===== config.mk =====
export PLATFORM = sky130hd
export DESIGN_NAME = longest_prefix_route_lookup
export DESIGN_NICKNAME = d
export VERILOG_FILES = /design/src/lprl_pkg.sv /design/src/lprl_cell.sv /design/src/longest_prefix_route_lookup.sv
export VERILOG_INCLUDE_DIRS = /design/src /design/src/src
export SDC_FILE = /design/constraint.sdc
export NUM_CORES = 2
export LEC_CHECK = 0
export BUFFER_PORTS_ARGS = -buffer_cell sky130_fd_sc_hd__buf_2
export CAP_MARGIN = 20
export CORE_MARGIN = 4
export CORE_UTILIZATION = 50
export DETAILED_ROUTE_END_ITERATION = 7
export GPL_ROUTABILITY_DRIVEN = 0
export HOLD_SLACK_MARGIN = 0.06
export PLACE_DENSITY = 0.62
export REMOVE_ABC_BUFFERS = 1
export SETUP_SLACK_MARGIN = 0.5
export SKIP_CTS_REPAIR_TIMING = 1
export SLEW_MARGIN = 20
export SYNTH_ARGS = -nofsm -noshare
export SYNTH_HDL_FRONTEND = slang
export SYNTH_HIERARCHICAL = 1
export SYNTH_SLANG_ARGS = --single-unit

===== constraint.sdc =====
create_clock -name clk -period 14.3 [get_ports clk]
set_input_delay 0.715 -clock clk [delete_from_list [all_inputs] [get_ports clk]]
set_output_delay 0.715 -clock clk [all_outputs]
set_load 0.01 [all_outputs]

===== src/longest_prefix_route_lookup_defines.svh =====
// Assertion macros shared by the route lookup RTL.
`ifndef LONGEST_PREFIX_ROUTE_LOOKUP_DEFINES_SVH
`define LONGEST_PREFIX_ROUTE_LOOKUP_DEFINES_SVH

`ifndef SYNTHESIS
`define LPRL_ASSERT(lbl, prop, msg) \
    lbl: assert property (@(posedge clk) disable iff (!rst_n) prop) else $error(msg);
`define LPRL_ASSERT_ALWAYS(lbl, prop, msg) \
    lbl: assert property (@(posedge clk) prop) else $error(msg);
`else
`define LPRL_ASSERT(lbl, prop, msg)
`define LPRL_ASSERT_ALWAYS(lbl, prop, msg)
`endif

`endif


===== src/lprl_pkg.sv =====
// Types and constants shared by the route lookup modules.
package lprl_pkg;

    localparam int TABLE_ENTRIES = 16;
    localparam int IDX_W         = 4;
    localparam int ADDR_W        = 32;
    localparam int PORT_W        = 2;
    localparam int IN_TDATA_W    = 136;
    localparam int OUT_TDATA_W   = 40;

    localparam logic KIND_WRITE  = 1'b0;
    localparam logic KIND_LOOKUP = 1'b1;

    typedef struct packed {
        logic              en;
        logic [IDX_W-1:0]  idx;
        logic [ADDR_W-1:0] dest;
        logic [ADDR_W-1:0] mask;
        logic [ADDR_W-1:0] gateway;
        logic [PORT_W-1:0] port;
        logic              valid;
    } wr_t;

    typedef struct packed {
        logic              vld;
        logic [ADDR_W-1:0] addr;
        logic              found;
        logic [IDX_W-1:0]  idx;
        logic [ADDR_W-1:0] mask;
        logic [ADDR_W-1:0] gateway;
        logic [PORT_W-1:0] port;
    } cand_t;

    typedef struct packed {
        logic              hit;
        logic [IDX_W-1:0]  idx;
        logic [ADDR_W-1:0] gateway;
        logic [PORT_W-1:0] port;
    } res_t;

endpackage


===== src/lprl_cell.sv =====
// One table slot of the lookup chain: holds an entry and refines the passing candidate.
module lprl_cell
(
    input  logic                           clk,
    input  logic                           rst_n,
    input  logic [lprl_pkg::IDX_W-1:0]     cell_idx,
    input  lprl_pkg::wr_t                  wr,
    input  lprl_pkg::cand_t                cand_in,
    output lprl_pkg::cand_t                cand_out
);

    logic                          valid_reg;
    logic [lprl_pkg::ADDR_W-1:0]   dest_reg;
    logic [lprl_pkg::ADDR_W-1:0]   mask_reg;
    logic [lprl_pkg::ADDR_W-1:0]   gateway_reg;
    logic [lprl_pkg::PORT_W-1:0]   port_reg;
    lprl_pkg::cand_t               cand_reg;
    lprl_pkg::cand_t               cand_next;
    logic                          wr_sel;
    logic                          match;
    logic                          take;

    assign wr_sel = wr.en && (wr.idx == cell_idx);
    assign match  = valid_reg && (((dest_reg ^ cand_in.addr) & mask_reg) == '0);
    assign take   = match && (!cand_in.found || (mask_reg > cand_in.mask));

    always_comb
    begin
        cand_next = cand_in;
        if (take)
        begin
            cand_next.found   = 1'b1;
            cand_next.idx     = cell_idx;
            cand_next.mask    = mask_reg;
            cand_next.gateway = gateway_reg;
            cand_next.port    = port_reg;
        end
    end

    always_ff @(posedge clk or negedge rst_n)
    begin
        if (!rst_n)
        begin
            valid_reg <= 1'b0;
            cand_reg  <= '0;
        end
        else
        begin
            if (wr_sel)
            begin
                valid_reg <= wr.valid;
            end
            cand_reg <= cand_next;
        end
    end

    always_ff @(posedge clk)
    begin
        if (wr_sel)
        begin
            dest_reg    <= wr.dest;
            mask_reg    <= wr.mask;
            gateway_reg <= wr.gateway;
            port_reg    <= wr.port;
        end
    end

    assign cand_out = cand_reg;

endmodule


===== src/longest_prefix_route_lookup.sv =====
// Top level of the longest-prefix route lookup: stream ports, control and the chain of slots.
// A write beat updates its slot at once and registers its all-zero result, so writes can
// follow each other every cycle while the output is not stalled. A lookup beat walks the
// chain of TABLE_ENTRIES slot cells, one cell per cycle, and its result is registered from
// the last cell into the output register; the next beat is taken once the result has left the
// chain. A finished result waits in the output register while the next beat is accepted;
// a second pending result stalls the input, as does a lookup in the chain.
`include "longest_prefix_route_lookup_defines.svh"

module longest_prefix_route_lookup
(
    input  logic                                 clk,
    input  logic                                 rst_n,
    input  logic                                 s_tvalid,
    output logic                                 s_tready,
    // entry_index, entry_dest, entry_mask, entry_gateway, entry_port, entry_valid,
    // lookup_addr, zero pad
    input  logic [lprl_pkg::IN_TDATA_W-1:0]      s_tdata,
    // kind
    input  logic                                 s_tuser,
    output logic                                 m_tvalid,
    input  logic                                 m_tready,
    // match_index, match_gateway, match_port, zero pad
    output logic [lprl_pkg::OUT_TDATA_W-1:0]     m_tdata,
    // hit
    output logic                                 m_tuser
);

    typedef enum logic [1:0] {ST_IDLE, ST_SCAN, ST_HOLD} state_t;

    state_t                state_reg, state_next;
    logic                  m_vld_reg, m_vld_next;
    lprl_pkg::res_t        out_reg, out_next;
    lprl_pkg::res_t        pend_reg, pend_next;
    lprl_pkg::wr_t         wr;
    lprl_pkg::cand_t       chain [lprl_pkg::TABLE_ENTRIES+1];
    logic [lprl_pkg::TABLE_ENTRIES:1] chain_vld;
    lprl_pkg::res_t        tail_res;
    lprl_pkg::res_t        zero_res;
    logic                  s_acc;
    logic                  out_free;

    assign s_tready = (state_reg == ST_IDLE);
    assign s_acc    = s_tvalid && s_tready;
    assign out_free = !m_vld_reg || m_tready;

    assign wr.en      = s_acc && (s_tuser == lprl_pkg::KIND_WRITE);
    assign wr.idx     = s_tdata[3:0];
    assign wr.dest    = s_tdata[35:4];
    assign wr.mask    = s_tdata[67:36];
    assign wr.gateway = s_tdata[99:68];
    assign wr.port    = s_tdata[101:100];
    assign wr.valid   = s_tdata[102];

    assign chain[0].vld     = s_acc && (s_tuser == lprl_pkg::KIND_LOOKUP);
    assign chain[0].addr    = s_tdata[134:103];
    assign chain[0].found   = 1'b0;
    assign chain[0].idx     = '0;
    assign chain[0].mask    = '0;
    assign chain[0].gateway = '0;
    assign chain[0].port    = '0;

    genvar gi;
    generate
        for (gi = 0; gi < lprl_pkg::TABLE_ENTRIES; gi++)
        begin : g_cell
            lprl_cell u_cell
            (
                .clk      (clk),
                .rst_n    (rst_n),
                .cell_idx (lprl_pkg::IDX_W'(gi)),
                .wr       (wr),
                .cand_in  (chain[gi]),
                .cand_out (chain[gi+1])
            );
            assign chain_vld[gi+1] = chain[gi+1].vld;
        end
    endgenerate

    assign zero_res         = '0;
    assign tail_res.hit     = chain[lprl_pkg::TABLE_ENTRIES].found;
    assign tail_res.idx     = chain[lprl_pkg::TABLE_ENTRIES].idx;
    assign tail_res.gateway = chain[lprl_pkg::TABLE_ENTRIES].gateway;
    assign tail_res.port    = chain[lprl_pkg::TABLE_ENTRIES].port;

    always_comb
    begin
        state_next = state_reg;
        m_vld_next = m_vld_reg && !m_tready;
        out_next   = out_reg;
        pend_next  = pend_reg;
        unique case (state_reg)
            ST_IDLE:
            begin
                if (s_acc)
                begin
                    if (s_tuser == lprl_pkg::KIND_LOOKUP)
                    begin
                        state_next = ST_SCAN;
                    end
                    else if (out_free)
                    begin
                        m_vld_next = 1'b1;
                        out_next   = zero_res;
                    end
                    else
                    begin
                        pend_next  = zero_res;
                        state_next = ST_HOLD;
                    end
                end
            end
            ST_SCAN:
            begin
                if (chain[lprl_pkg::TABLE_ENTRIES].vld)
                begin
                    if (out_free)
                    begin
                        m_vld_next = 1'b1;
                        out_next   = tail_res;
                        state_next = ST_IDLE;
                    end
                    else
                    begin
                        pend_next  = tail_res;
                        state_next = ST_HOLD;
                    end
                end
            end
            ST_HOLD:
            begin
                if (out_free)
                begin
                    m_vld_next = 1'b1;
                    out_next   = pend_reg;
                    state_next = ST_IDLE;
                end
            end
            default:
            begin
                state_next = ST_IDLE;
            end
        endcase
    end

    always_ff @(posedge clk or negedge rst_n)
    begin
        if (!rst_n)
        begin
            state_reg <= ST_IDLE;
            m_vld_reg <= 1'b0;
            out_reg   <= '0;
            pend_reg  <= '0;
        end
        else
        begin
            state_reg <= state_next;
            m_vld_reg <= m_vld_next;
            out_reg   <= out_next;
            pend_reg  <= pend_next;
        end
    end

    assign m_tvalid = m_vld_reg;
    assign m_tuser  = out_reg.hit;
    assign m_tdata  = {2'b00, out_reg.port, out_reg.gateway, out_reg.idx};

    // At most one lookup is ever travelling along the chain.
    `LPRL_ASSERT(a_one_in_chain, ($countones(chain_vld) <= 1), "more than one lookup in the chain")
    // While scanning, the lookup must be somewhere in the chain.
    `LPRL_ASSERT(a_scan_has_cand, ((state_reg == ST_SCAN) |-> (chain_vld != '0)), "scan lost its lookup")
    // An accepted lookup enters the first cell on the next edge.
    `LPRL_ASSERT(a_enter_chain, (chain[0].vld |=> chain_vld[1]), "lookup did not enter the chain")
    // A miss carries all-zero match fields.
    `LPRL_ASSERT(a_miss_zero, ((m_tvalid && !m_tuser) |-> (m_tdata == '0)), "miss with non-zero fields")
    // No lookup is in the chain while the block is idle.
    `LPRL_ASSERT(a_idle_empty, ((state_reg == ST_IDLE) |-> (chain_vld == '0)), "chain busy while idle")

endmodule


After elaboration in Yosys (flattened, before gate mapping)
Cells that the tools add are included.
- shift-type cells: 0
- reduce and logical (&&, ||, !) cells: 107
- add/subtract/negate cells: 0
- magnitude comparators: 15
- div/mod/pow operators: 0
- $mul: 0
- muxes and demuxes: 41
- bitwise gates (word level): 33
- eq/ne operators: 26
- operators with widths (kind ; number):
    $mux 71 ; 16
    $and 32x32->32 ; 16
    $logic_not 32->1 ; 16
    $xor 32x32->32 ; 16
    $gt 32x32->1 ; 15
    $mux 39 ; 11
    $pmux 39 s3 ; 1
    $pmux 39 s2 ; 1
    $logic_and 1x1->1 ; 51
    $eq 4x4->1 const B ; 8
    $logic_not 1->1 ; 17
    $eq 4x3->1 const B ; 4
    $logic_or 1x1->1 ; 16
    $mux 2 ; 6
    $ne 2x2->1 const B ; 5
    $eq 4x2->1 const B ; 2
    $reduce_and 7->1 ; 1
    $ne 2x1->1 const B ; 3
    $pmux 2 s3 ; 1
    $reduce_and 6->1 ; 1
    $eq 4x1->1 const B ; 1
    $logic_not 4->1 ; 1
    $mux 1 ; 4
    $reduce_and 4->1 ; 1
    other kinds (8) ; 8
- ROM bits: 0
- RAM bits: 0
- input port bits: 141
- memories kept: 0
- bits in latches: 0
- bits in registers: 3265

Longest topological paths before layout
- depth after elaboration: 6
- mapped depth: 9
- mapped depth without buffers: 8

By module
The synthesis kept the hierarchy.
- by module, submodules not included (module ; cells each ; times used ; area each (um^2)):
    lprl_cell (g_cell[0].u_cell ...) ; 455 ; 12 ; 7773.7
    lprl_cell (g_cell[6].u_cell ...) ; 459 ; 4 ; 8045.2
    longest_prefix_route_lookup ; 379 ; 1 ; 3856.2

Worst setup path before layout
No wires, ideal clock.
- path type: register to register
- start: register state_reg[0]
- end: register g_cell[0].u_cell.valid_reg
- stages on the path, launching flop included: 7
- clock period less this slack: 12.018 ns
- library setup time: 0.112 ns
- arrival: 11.906 ns
- setup slack: 2.282 ns
- path through: dfrtp_1 inv_1 ha_1 and3_1 nand2_1 nor4_1 mux2_2
- RTL lines (item ; RTL line ; RTL):
    from (decl) ; longest_prefix_route_lookup.sv:31 ; state_t state_reg, state_next;
    from (signal assigned) ; longest_prefix_route_lookup.sv:157 ; state_reg <= state_next;
    to (signal assigned) ; lprl_cell.sv:51 ; valid_reg <= wr.valid;
    to (decl) ; lprl_cell.sv:12 ; logic valid_reg;

==> impl_results.md <==
* Clock buffer depth at 4
* CP Capture Type: flip-flop
* Number of max-cap violations at 0
* Final Total Pwr at 20700 uW
* Antenna-violating nets left at 0
* Number of global-route vias before repair at 66900
* First-pass GRT wire length at 433000 um
* Final period util at 0.320
* Initial drt markers at between 4000 and 5000
* Leak at about 0.06 uW
* Core Util, Final at 0.569
* GRT Util Overall at 0.222
* Type of the worst setup path: flip-flop to flip-flop
* Worst Setup Start Kind: flip-flop
* Io pins at 184
* # nets final at around 9000
* TritonCTS Sinks at 3265
* Routed vias at 63600
* Clock transition at path regs at 0.06 ns
* Fmax at roughly 220 MHz
* Number of flip-flops in the largest register at 1600
* Placed instance area at 0.133 sq mm
* Worst-Skew Late Latency at between 0.9 and 1 ns
* Placed Instances at around 11000
* Area Growth Syn to Fin at 13.4%
* Fin cells at 12000
* Antenna violations before repair at 15
* CTS buffer count at 345
* Min cycle time layout at 4.57 ns
* Synthesized cell area at between 0.1 and 0.15 sq mm
* Routed len/inst at 24.2 um
* Hold Violations, Final at 0
* Yosys warns at 6
* # rows at 185
* Tightest Pin Transition at 1.07 ns
* TNS Setup at 0 ns
* Max-slew headroom at 0.287
* Maximum VDD drop at 125 uV
* Design area at around 0.14 sq mm
* Worst hold path class: input pin to flip-flop
* Input/output buffers at 180
* Die Y at approximately 510 um
* PwrDens at 143 mW/mm^2
* CP max stage delay at 0.91 ns
* Slowest cell on crit path: o311ai_4
* H-tree depth at 5
* Worst endpoint data arrival time at 5.35 ns
* Crit path cell chain: ha_1 -> a21oi_1 -> o21ai_0 -> a221oi_1 -> nor2_1 -> o311ai_4 -> buf_4 -> buf_4 -> mux2_2
* Clk root buf: clkbuf_16
* Synthesized area per cell at 16.8 sq um
* Initial Utilization at 0.502
* Crit path top cell by count: buf_4
* Status: finished, final reports clean
* Slew Limit Fails at 0
* Worst Path Required at 15.08 ns
* Die width at ~510 um
* Pre-antenna DRT Iters at 5
* Worst Path Max Fanout at 39
* Core area at approximately 0.25 sq mm
* Mapped Cells at around 7600
* Detailed-route DRC error count at 0
* Via-per-instance ratio at around 5.3
* GR Overflow Total at 0
* Maximum number of pins on one net before global-route repair at around 170
* Die Area at between 0.2 and 0.3 sq mm
* CTS tree: built
* Final setup violation count at 0
* RSZ-0062 raised after global routing: no
* Hpwl dp at 201000 um
* Share of cells above drive strength 1 at 0.221
* WL final at around 290000 um
* Final Skew at about 0.048 ns
worst max-delay path, delay by kind of cell, from the launching register on:
kind,cells,cell delay [ns]
and+or+nand+nor,1,0.14
muxes,1,0.41
DFF,1,0.51
adders and majority gates,1,0.37
AOI/OAI and AO/OA,4,1.83
buffers and inverters,2,1.01
stage by stage:
stage	setup slack [ns]	hold WS, ns
4_1_cts	9.66	-0.199
5_1_grt	9.62	0.0971
3_5_place_dp	9.73	0.335
3_3_place_gp	9.80	0.335
2_1_floorplan	2.28	0.331
6_report	9.73	0.134
routing by layer:
| metal | vias up | global-route usage | routed length (um) |
|---|---|---|---|
| met5 | - | 0 | 0 |
| met4 | 0 | 0.109 | 16000 |
| met3 | 649 | 0.0263 | 10700 |
| met2 | 1430 | 0.355 | 136000 |
| met1 | 32700 | 0.303 | 127000 |
| li1 | 28900 | - | - |
final timing paths:
check,startpoint,end,slack [ns],cells after the start
min,s_tuser,g_cell[0].u_cell/cand_out[103],0.13,2
max reg2reg,g_cell[14].u_cell/mask_reg[27],g_cell[14].u_cell/cand_out[9],9.73,9
min reg2reg,g_cell[11].u_cell/cand_out[103],g_cell[12].u_cell/cand_out[103],0.35,0
min in group asynchronous,rst_n,g_cell[12].u_cell/cand_out[103],0.40,2
max,g_cell[14].u_cell/mask_reg[27],g_cell[14].u_cell/cand_out[9],9.73,9
max in group asynchronous,rst_n,g_cell[0].u_cell/cand_out[85],10.75,5
report_power, final:
part	switching (uW)	internal (uW)	total (uW)	leakage [uW]
Clock	3530	5240	8770	0.00548
Combinational	860	549	1410	0.0204
Sequential	230	10300	10500	0.0341
Total	4620	16100	20700	0.0599
layout make-up:
| class | instances | area, sq um |
|---|---|---|
| diodes | 9 | 22.5 |
| clock buffers | 483 | 9750 |
| clock inverters | 139 | 1440 |
| fillers | 19600 | 109000 |
| inverters | 552 | 2070 |
| multi-input cells | 3855 | 35300 |
| flip-flops and latches | 3265 | 89600 |
| well taps | 3366 | 4210 |
| repair buffers | 309 | 2030 |
layout by cell type, fill, tap and decap left out, types with 20 or more instances in the layout:
master         count
a21boi_0          39
a21o_1            37
a21oi_1          184
a221oi_1          64
a22o_1            33
a22oi_1          160
and4_1            24
buf_2            179
buf_4             89
bufinv_16         27
clkbuf_1          85
clkbuf_16        351
clkbuf_8          47
clkinv_1          27
clkinv_2          57
conb_1           235
dfrtp_1         1697
dlygate4sd3_1     34
edfxtp_1        1568
ha_1             514
inv_1            551
mux2_1            82
mux2_2           771
mux2_4           290
nand2_1          255
nand3_1           56
nand4_1          152
nor2b_1           35
nor4_1            28
nor4_2            20
o21ai_0           97
xor2_1           560
No activity file was read; power rests on OpenSTA's default activity.
